==> src/sv/clook_pkg.sv <==
// shared types and constants for the c-look disk scheduler
`timescale 1ns / 1ps
`default_nettype none

package clook_pkg;

  // sizes
  localparam int MAX_REQUESTS = 32;
  localparam int CNT_W        = $clog2(MAX_REQUESTS + 1);
  localparam int IDX_W        = $clog2(MAX_REQUESTS);
  localparam int CYL_W        = 16;
  localparam int SEEK_W       = 22;
  localparam int APB_AW       = 3;
  localparam int APB_DW       = 32;

  // register index, taken from paddr[2]
  localparam logic REG_HEAD = 1'b0;
  localparam logic REG_PREV = 1'b1;

  // controller states
  typedef enum logic [1:0] {
    ST_IDLE,
    ST_SEARCH,
    ST_HEAD,
    ST_EMIT
  } state_t;

  // controller to datapath
  typedef struct packed {
    logic ins;        // insert the accepted request
    logic srch_clr;   // reset the split index
    logic srch_inc;   // advance the split index
    logic emit_head;  // put the head out as first result
    logic emit_next;  // put the next stored cylinder out
    logic batch_clr;  // end of batch: empty the store
  } cmd_t;

  // datapath to controller
  typedef struct packed {
    logic h_stop;     // split point found
    logic cnt_zero;   // store holds no request
    logic last_one;   // one stored cylinder left to emit
  } status_t;

endpackage

`default_nettype wire

==> src/sv/clook_ctrl.sv <==
// controller state machine for the c-look disk scheduler
`timescale 1ns / 1ps
`default_nettype none

module clook_ctrl (
  input  logic              clk,
  input  logic              rst,
  input  logic              start,
  input  logic              last_request,
  input  clook_pkg::status_t status,
  output clook_pkg::cmd_t    cmd,
  output logic              busy
);
  import clook_pkg::*;

  state_t state;
  state_t state_next;

  // state register
  always_ff @(posedge clk) begin
    if (rst) begin
      state <= ST_IDLE;
    end else begin
      state <= state_next;
    end
  end

  // next state and commands
  always_comb begin
    state_next = state;
    cmd        = '0;
    busy       = 1'b1;
    unique case (state)
      ST_IDLE: begin
        busy = 1'b0;
        if (start) begin
          cmd.ins = 1'b1;
          if (last_request) begin
            cmd.srch_clr = 1'b1;
            state_next   = ST_SEARCH;
          end
        end
      end
      ST_SEARCH: begin
        if (status.h_stop) begin
          state_next = ST_HEAD;
        end else begin
          cmd.srch_inc = 1'b1;
        end
      end
      ST_HEAD: begin
        cmd.emit_head = 1'b1;
        if (status.cnt_zero) begin
          cmd.batch_clr = 1'b1;
          state_next    = ST_IDLE;
        end else begin
          state_next = ST_EMIT;
        end
      end
      ST_EMIT: begin
        cmd.emit_next = 1'b1;
        if (status.last_one) begin
          cmd.batch_clr = 1'b1;
          state_next    = ST_IDLE;
        end
      end
      default: begin
        state_next = ST_IDLE;
      end
    endcase
  end

endmodule

`default_nettype wire

==> src/sv/clook_dpath.sv <==
// datapath: sorted insertion cells, split search, service-order walk
`timescale 1ns / 1ps
`default_nettype none

module clook_dpath (
  input  logic                         clk,
  input  logic                         rst,
  input  clook_pkg::cmd_t              cmd,
  output clook_pkg::status_t           status,
  input  logic [clook_pkg::CYL_W-1:0]  request_cylinder,
  input  logic [clook_pkg::CYL_W-1:0]  head,
  input  logic [clook_pkg::CYL_W-1:0]  prev,
  output logic                         result_strobe,
  output logic [clook_pkg::CYL_W-1:0]  served_cylinder,
  output logic [clook_pkg::SEEK_W-1:0] seek_total,
  output logic                         overflow_flag,
  output logic                         last_result
);
  import clook_pkg::*;

  logic [CYL_W-1:0]  cells [MAX_REQUESTS];
  logic [CNT_W-1:0]  count;
  logic              dropped;
  logic [CNT_W-1:0]  h;
  logic [IDX_W-1:0]  idx;
  logic [CNT_W-1:0]  rem;
  logic              skip;
  logic [CYL_W-1:0]  last_cyl;
  logic [SEEK_W-1:0] acc;

  logic [MAX_REQUESTS-1:0] gt;
  logic [MAX_REQUESTS-1:0] wr;
  logic [CYL_W-1:0]        nv [MAX_REQUESTS];
  logic                    full;
  logic                    up;
  logic [CYL_W-1:0]        h_cell;
  logic                    h_go;
  logic [IDX_W-1:0]        top_idx;
  logic [CYL_W-1:0]        cur;
  logic [CYL_W-1:0]        diff;
  logic [SEEK_W:0]         sum_w;
  logic [SEEK_W-1:0]       sum_sat;

  assign full    = (count >= CNT_W'(MAX_REQUESTS));
  assign up      = (prev < head);
  assign top_idx = IDX_W'(count - CNT_W'(1));

  // insertion cells: entries above the new value move up one place
  genvar g;
  generate
    for (g = 0; g < MAX_REQUESTS; g++) begin : g_cell
      assign gt[g] = (CNT_W'(g) < count) && (cells[g] > request_cylinder);
      assign wr[g] = gt[g] || (CNT_W'(g) == count);
      if (g == 0) begin : g_first
        assign nv[g] = request_cylinder;
      end else begin : g_rest
        assign nv[g] = gt[g-1] ? cells[g-1] : request_cylinder;
      end
    end
  endgenerate

  always_ff @(posedge clk) begin
    if (cmd.ins && !full) begin
      for (int i = 0; i < MAX_REQUESTS; i++) begin
        if (wr[i]) begin
          cells[i] <= nv[i];
        end
      end
    end
  end

  // split search: first entry past the head in sweep sense
  assign h_cell = cells[h[IDX_W-1:0]];
  assign h_go   = (h < count) && (up ? (h_cell < head) : (h_cell <= head));

  // walk step: distance from the last served cylinder
  assign cur     = cells[idx];
  assign diff    = up ? (cur - last_cyl) : (last_cyl - cur);
  assign sum_w   = {1'b0, acc} + (skip ? '0 : (SEEK_W+1)'(diff));
  assign sum_sat = sum_w[SEEK_W] ? {SEEK_W{1'b1}} : sum_w[SEEK_W-1:0];

  assign status.h_stop   = !h_go;
  assign status.cnt_zero = (count == '0);
  assign status.last_one = (rem == CNT_W'(1));

  // batch control: fill count and drop mark
  always_ff @(posedge clk) begin
    if (rst) begin
      count   <= '0;
      dropped <= 1'b0;
    end else if (cmd.batch_clr) begin
      count   <= '0;
      dropped <= 1'b0;
    end else if (cmd.ins) begin
      if (full) begin
        dropped <= 1'b1;
      end else begin
        count <= count + CNT_W'(1);
      end
    end
  end

  // search index and walk registers
  always_ff @(posedge clk) begin
    if (cmd.srch_clr) begin
      h <= '0;
    end else if (cmd.srch_inc) begin
      h <= h + CNT_W'(1);
    end
    if (cmd.emit_head) begin
      rem      <= count;
      last_cyl <= head;
      acc      <= '0;
      if (up) begin
        skip <= (h == count);
        idx  <= (h == count) ? '0 : h[IDX_W-1:0];
      end else begin
        skip <= (h == '0);
        idx  <= (h == '0) ? top_idx : IDX_W'(h - CNT_W'(1));
      end
    end else if (cmd.emit_next) begin
      rem      <= rem - CNT_W'(1);
      last_cyl <= cur;
      acc      <= sum_sat;
      if (up) begin
        skip <= (idx == top_idx);
        idx  <= (idx == top_idx) ? '0 : idx + IDX_W'(1);
      end else begin
        skip <= (idx == '0);
        idx  <= (idx == '0) ? top_idx : idx - IDX_W'(1);
      end
    end
  end

  // result register
  always_ff @(posedge clk) begin
    if (rst) begin
      result_strobe <= 1'b0;
    end else begin
      result_strobe <= cmd.emit_head || cmd.emit_next;
    end
  end

  always_ff @(posedge clk) begin
    if (cmd.emit_head) begin
      served_cylinder <= head;
      seek_total      <= '0;
      overflow_flag   <= dropped;
      last_result     <= (count == '0);
    end else if (cmd.emit_next) begin
      served_cylinder <= cur;
      seek_total      <= status.last_one ? sum_sat : '0;
      overflow_flag   <= dropped;
      last_result     <= status.last_one;
    end
  end

`ifndef SYNTH
  // the store is empty again once the final beat is out
  a_clear_after_last: assert property (@(posedge clk) disable iff (rst)
    result_strobe && last_result |-> (count == '0) && !dropped)
    else $error("store not cleared at end of batch");

  // seek total shows only on the final beat
  a_seek_only_last: assert property (@(posedge clk) disable iff (rst)
    result_strobe && !last_result |-> seek_total == '0)
    else $error("seek total on a non-final beat");

  // a request into a full store is flagged
  a_drop_flag: assert property (@(posedge clk) disable iff (rst)
    cmd.ins && full |=> dropped)
    else $error("dropped request not flagged");
`endif

endmodule

`default_nettype wire

==> src/sv/c_look_disk_scheduler_unit.sv <==
// top level of the c-look disk scheduler: apb registers, controller, datapath
//
//  channel   ports                                         beat taken when
//  request   start, busy, request_cylinder, last_request   start && !busy
//  result    result_strobe, served_cylinder, seek_total,   result_strobe high
//            overflow_flag, last_result
//  config    psel, penable, pwrite, paddr, pwdata, prdata  psel && penable && pwrite
//
// a request that is not the last of its batch is inserted while busy stays low
// the last request is inserted, then a split search runs over the sorted cells
// (h = entries before the split), then m + 1 result beats follow, with m the
// number of stored requests
// result beats come one per cycle from an output register and cannot be stalled
// synchronous reset empties the store and clears both registers to zero
`timescale 1ns / 1ps
`default_nettype none

module c_look_disk_scheduler_unit (
  input  logic                          clk,
  input  logic                          rst,
  input  logic                          start,
  output logic                          busy,
  input  logic [clook_pkg::CYL_W-1:0]   request_cylinder,
  input  logic                          last_request,
  output logic                          result_strobe,
  output logic [clook_pkg::CYL_W-1:0]   served_cylinder,
  output logic [clook_pkg::SEEK_W-1:0]  seek_total,
  output logic                          overflow_flag,
  output logic                          last_result,
  input  logic                          psel,
  input  logic                          penable,
  input  logic                          pwrite,
  input  logic [clook_pkg::APB_AW-1:0]  paddr,
  input  logic [clook_pkg::APB_DW-1:0]  pwdata,
  output logic [clook_pkg::APB_DW-1:0]  prdata,
  output logic                          pready
);
  import clook_pkg::*;

  logic [CYL_W-1:0] head_cylinder;
  logic [CYL_W-1:0] previous_cylinder;
  cmd_t             cmd;
  status_t          status;
  logic             reg_sel;

  assign pready  = 1'b1;
  assign reg_sel = paddr[2];

  // configuration registers
  always_ff @(posedge clk) begin
    if (rst) begin
      head_cylinder     <= '0;
      previous_cylinder <= '0;
    end else if (psel && penable && pwrite && pready) begin
      unique case (reg_sel)
        REG_HEAD: head_cylinder     <= pwdata[CYL_W-1:0];
        REG_PREV: previous_cylinder <= pwdata[CYL_W-1:0];
        default: ;
      endcase
    end
  end

  // register read back
  always_comb begin
    unique case (reg_sel)
      REG_HEAD: prdata = APB_DW'(head_cylinder);
      REG_PREV: prdata = APB_DW'(previous_cylinder);
      default:  prdata = '0;
    endcase
  end

  clook_ctrl u_ctrl (
    .clk          (clk),
    .rst          (rst),
    .start        (start),
    .last_request (last_request),
    .status       (status),
    .cmd          (cmd),
    .busy         (busy)
  );

  clook_dpath u_dpath (
    .clk              (clk),
    .rst              (rst),
    .cmd              (cmd),
    .status           (status),
    .request_cylinder (request_cylinder),
    .head             (head_cylinder),
    .prev             (previous_cylinder),
    .result_strobe    (result_strobe),
    .served_cylinder  (served_cylinder),
    .seek_total       (seek_total),
    .overflow_flag    (overflow_flag),
    .last_result      (last_result)
  );

endmodule

`default_nettype wire
==> config.mk <==
export PLATFORM = sky130hd
export DESIGN_NAME = c_look_disk_scheduler_unit
export DESIGN_NICKNAME = d
export VERILOG_FILES = /design/src/sv/clook_pkg.sv /design/src/sv/clook_ctrl.sv /design/src/sv/clook_dpath.sv /design/src/sv/c_look_disk_scheduler_unit.sv
export SDC_FILE = /design/constraint.sdc
export NUM_CORES = 2
export LEC_CHECK = 0
export BUFFER_PORTS_ARGS = -buffer_cell sky130_fd_sc_hd__buf_2
export CAP_MARGIN = 15
export CELL_PAD_IN_SITES_DETAIL_PLACEMENT = 2
export CELL_PAD_IN_SITES_GLOBAL_PLACEMENT = 2
export CORE_UTILIZATION = 30
export CTS_CLUSTER_DIAMETER = 120
export DETAILED_ROUTE_END_ITERATION = 8
export PLACE_DENSITY_LB_ADDON = 0.1
export SLEW_MARGIN = 20
export SYNTH_ARGS = -nofsm -noshare
export SYNTH_HDL_FRONTEND = slang
export SYNTH_SLANG_ARGS = --single-unit
==> constraint.sdc <==
create_clock -name clk -period 18.8 [get_ports clk]
set_input_delay 2.82 -clock clk [delete_from_list [all_inputs] [get_ports clk]]
set_output_delay 2.82 -clock clk [all_outputs]
set_load 0.01 [all_outputs]
**After elaboration in Yosys (flattened, before gate mapping)**

Memory sizes are Yosys's and may differ from the RTL's. A register that Yosys moved wholly into a read port is not among the register bits.
Cells that the tools add are included.

- Eq/ne operators: 41
- Mux-type cells: 173
- Add/sub/neg operators: 10
- Bitwise operators: 2
- Order comparisons: 69
- Reductions and logical operators: 81

Operator list:

| kind | count |
|---|---|
| 16-bit two-way mux | 35 |
| 16-bit greater-than comparator | 32 |
| 1-bit two-way mux | 113 |
| 5-bit by 6-bit equality test with 1-bit output (first input constant) | 16 |
| 5-bit by 6-bit less-than comparator with 1-bit output (first input constant) | 16 |
| 32-bit case mux with 2 select lines | 1 |
| 5-bit two-way mux | 11 |
| 4-bit by 6-bit equality test with 1-bit output (first input constant) | 8 |
| 4-bit by 6-bit less-than comparator with 1-bit output (first input constant) | 8 |
| 22-bit two-way mux | 2 |
| 1-bit logical AND | 36 |
| 1-bit logical OR | 33 |
| 16-bit less-than comparator | 2 |
| 16-bit subtractor | 2 |
| 3-bit by 6-bit equality test with 1-bit output (first input constant) | 4 |
| 3-bit by 6-bit less-than comparator with 1-bit output (first input constant) | 4 |
| 22-bit by 23-bit adder with 23-bit output | 1 |
| 16-bit <= comparator | 1 |
| 5-bit by 1-bit subtractor with 5-bit output (second input constant) | 3 |
| 2-bit two-way mux | 7 |
| 6-bit by 1-bit adder with 6-bit output (second input constant) | 2 |
| 2-bit by 6-bit equality test with 1-bit output (first input constant) | 2 |
| 6-bit zero test | 2 |
| 1-bit by 6-bit less-than comparator with 1-bit output (first input constant) | 2 |
| 24 further kinds | 33 |

- Output and inout bits: 75
- Input bits: 58
- RAM bits: 512
- Flip-flop bits (word level): 122
- Word-level logic and storage cells: 392
- Memories kept: 1

Memory list:

| memory | depth | bits a word | read ports | clocked after Yosys merged registers in | wr ports | RTL line | source |
|---|---|---|---|---|---|---|---|
| u_dpath.cells | 32 | 16 | 34 | 2 | 32 | clook_dpath.sv:21 | `logic [CYL_W-1:0] cells [MAX_REQUESTS];` |

**Longest topological paths before layout**

- Depth after elaboration: 7
- Depth in mapped cells: 28
- Gate-level depth less buffers: 24

**Cells and area by module**

From an unflattened synthesis, not the netlist that was laid out.

- Cells, all modules: 4441
- Area, all modules: 52641.7 µm²

By module, submodules not included:

| module | area an instance (µm²) | seq. area each (µm²) | instances | cells an instance |
|---|---|---|---|---|
| clook_dpath | 50777.4 | 17636.9 | 1 | 4259 |
| c_look_disk_scheduler_unit | 1690.4 | 640.6 | 1 | 161 |
| clook_ctrl | 173.9 | 40.0 | 1 | 21 |

**Least setup slack after synthesis**

Ideal clock, no wire load.

- Path type: input port to output port
- From: input paddr[2] (netlist name)
- To: output prdata[10] (netlist name)
- Arrival: 3.505 ns
- Required time: 15.980 ns
- Slack: 12.475 ns
- Path buffers: 2
- Stages: 4
- Cell sequence: clkbuf_1 > clkbuf_1 > nand2_1 > o21ai_0

- Cells in the longest elaborated chain, start to end: 2

RTL lines:

| what | RTL line | source |
|---|---|---|
| from (decl) | c_look_disk_scheduler_unit.sv:33 | `input logic [clook_pkg::APB_AW-1:0] paddr,` |
| 1-bit NOT (no source line) | n/a |  |
| 32-bit case mux with 2 select lines (*) | c_look_disk_scheduler_unit.sv:65 | `unique case (reg_sel)` |
| to (decl) | c_look_disk_scheduler_unit.sv:35 | `output logic [clook_pkg::APB_DW-1:0] prdata,` |

Mark *: on every way between the ends. The rest lies on a longest branch, timed or not. The select of a mux whose other input is x is not followed.

==> results.ini <==
[yosys]
ys_warn_count=0
synthTopCellsByCount=ha_1 (589), edfxtp_1 (542), mux2_2 (478)
synth_top_area_share_pct=32.7
syn_inst=4064
synth.most_common_cell=ha_1
synth_flop_cell=edfxtp_1
synth-edff-count=542
ys_seq_elements=644
ys_types=87
async_reset_ff_share_pct=0
yosys.area.top_type=edfxtp_1
ys_seq_area_share_pct=36.8
synth_area_per_cell_um2=12.2
synth.area.top_cells=edfxtp_1 (33%), ha_1 (15%), mux4_2 (14%)
synthesis.area_um2=49800

[clock_network]
cts_hold_repair.buffers=0
ctsResizeCount=0
cts_buffer_depth=3
cts.sinks=644
cts_tree=yes
numCtsBuffers=86
cts_setup_buffers=0
path_clk_slew_ns=0.06
clock_latency_ns=0.72
root_buffer=clkbuf_16
h-tree-depth=3

[pwr]
powerDensity_nw_per_um2=78.8
max-vdd-ir-drop_mv=0.0804
p_leak_uw=0.0207

[place]
place.gp.congestion=0.909
io_buffers=97
dpl.hpwl_mm=161

[worst_hold_path]
hold_class=flop to flop
min-delay-start=u_dpath.seek_total[20]
whs_path_depth=2
min_to=u_dpath.seek_total[20]

[worst_setup_path]
path_max_fanout=73
reg2reg_depth=23
worstReg2RegEnd=u_dpath.acc[21]
worst-setup-path-type=flop to flop
cp-start-kind=flop
cp_data_arrival_time_ns=9.25
setup.worst_path.end_class=flop
cp.required_ns=19.42
ff2ff_setup_slack_ns=10.17

[drt]
wl_mm=213
drtPass1Iterations=5
vias=37183
wl_per_cell_um=33.4
vias_per_cell=5.83
ant_nets=0
route.detailed.drc=0
first_iter_violations=2822

[timing]
finalHoldViolCount=0
slew_violations=0
fin_setup_tns_ns=0
clock.fmax_ghz=0.116
slew_headroom_pct=18.3
whs_ns=0.467
min_period_ns=8.63
finalCritPeriodShare_pct=45.9
rsz0062_at_grt=false
worstMarginPinSlew_ns=1.19
skew_ns=0.0359
setup_viol=0

[final_layout]
regArea_um2=18300
multi_input_area_um2=29900
fin_nets=4764
drive_gt1_share_pct=28.5
syn_to_final_growth_pct=11.5
fillers=17239

[floorplanning]
core-area_um2=165000
die_w_um=409
row_count=149
die_h_um=409
pin_count=133
die_area_um2=168000
start_util_pct=30.2

[run]
drv_cap=0

[global_route]
overflow=0
grt_max_degree=91
grt_usage_pct=25.1
grt_pass1_vias=39740
grt_pass1_wl_mm=299
antenna_found_initial=16

[outcome]
status=completed

-- layer usage --
metal | track usage, % | vias up | wire length [um]
met3 | 3.74 | 259 | 11900
met1 | 34.3 | 19829 | 96600
li1 | - | 16114 | -
met2 | 39.1 | 979 | 95000
met5 | 0 | - | 13
met4 | 10.9 | 2 | 9600
-- cell type report --
type,count,area share [%]
Antenna cell,4,0.0180
Clock buffer,122,4.43
Clock inverter,32,0.390
Inverter,158,1.07
Multi-Input combinational cell,3032,53.9
Sequential cell,644,33.0
Tap cell,2189,4.93
Timing Repair Buffer,192,2.23
-- layout by cell type (no fill, tap or decap), types with 16 or more instances in the layout --
master / instances
ha_1: 589
edfxtp_1: 542
mux2_2: 478
mux4_2: 320
a21oi_1: 258
nand2_1: 205
nor2_1: 174
inv_1: 141
a21o_1: 130
o21ai_0: 108
nand4_1: 108
buf_2: 96
dfxtp_1: 94
buf_4: 93
clkbuf_16: 89
nand3_1: 50
nor2b_1: 47
o21a_1: 44
mux2_1: 42
nor3_1: 39
o22ai_1: 35
mux2i_1: 32
xnor2_1: 29
nand2b_1: 25
a31oi_1: 23
a211oi_1: 21
xor2_1: 21
clkbuf_1: 21
o21ai_1: 18
and3_1: 17
conb_1: 17
inv_2: 16
o211ai_1: 16
-- power breakdown --
part | total, uW | internal [uW] | switching (uW)
Combinational | 1100 | 434 | 667
Clock | 1640 | 912 | 725
Sequential | 1640 | 1590 | 50.3
Total | 4380 | 2930 | 1440
-- state kept, by name, summed over array words and instances, names as in the netlist, named ones only --
| name | count |
|---|---|
| u_dpath.result_strobe | 1 |
| u_dpath.overflow_flag | 1 |
| u_dpath.skip | 1 |
| u_dpath.last_result | 1 |
| u_dpath.count | 6 |
| head_cylinder | 16 |
| u_dpath.acc | 22 |
| u_dpath.idx | 5 |
| u_dpath.dropped | 1 |
| previous_cylinder | 16 |
| u_ctrl.state | 2 |
| u_dpath.rem | 6 |
| u_dpath.seek_total | 22 |
| u_dpath.cells | 512 |
| u_dpath.last_cyl | 16 |
| u_dpath.h | 6 |
-- worst max-delay path by stage --
| stage | startpoint | end | slack, ns | cells after the start |
|---|---|---|---|---|
| after floorplan | paddr[2] | prdata[10] | 12.47 | 4 |
| after global placement | flop | u_dpath.acc[21] | 10.27 | 23 |
| after detailed placement | flop | u_dpath.acc[21] | 10.17 | 23 |
| after CTS | flop | u_dpath.seek_total[1] | 10.12 | 23 |
| after global routing | flop | u_dpath.acc[21] | 9.60 | 23 |
| final | flop | u_dpath.acc[21] | 10.17 | 23 |
-- worst max-delay path, stage by stage, from the launching register on --
cell	delay [ns]
dfxtp_4	0.80
buf_12	0.54
mux4_2	0.66
mux4_2	0.56
mux2i_1	0.95
inv_1	0.22
ha_1	0.36
nor2b_1	0.16
o311ai_1	0.35
a31oi_1	0.23
a31oi_1	0.33
o211ai_2	0.15
a211oi_1	0.29
xor2_1	0.11
nor2_1	0.48
ha_1	0.29
nand3_1	0.12
nor2_1	0.27
o311ai_1	0.19
a21oi_2	0.39
nor3b_2	0.23
buf_4	0.32
and4b_1	0.23
nor3_1	0.12
-- per-stage QoR --
stage                     utilization, %  area (um2)  total power [uW]  setup WS [ns]  instances
after global placement              32.0       52800              2750          10.27       6215
final                               33.7       55500              4380          10.17       6373
after floorplan                        -       49800              2360          12.47       4079
after detailed placement            32.0       52800              2780          10.17       6215
after CTS                           33.7       55500              4430          10.12       6369
after global routing                33.7       55500              4550           9.60       6369
-- cells by family after synthesis --
family	count (synthesis)	share of synthesized area [%]
mux	873	26.9
compound gates	774	9.91
simple gates	726	7.09
flops	644	36.8
fa+ha+maj	592	14.9
buf+inv	403	3.47
xor+xnor	50	0.880
other cells	2	0.0151
No activity file was read; power rests on OpenSTA's default activity.
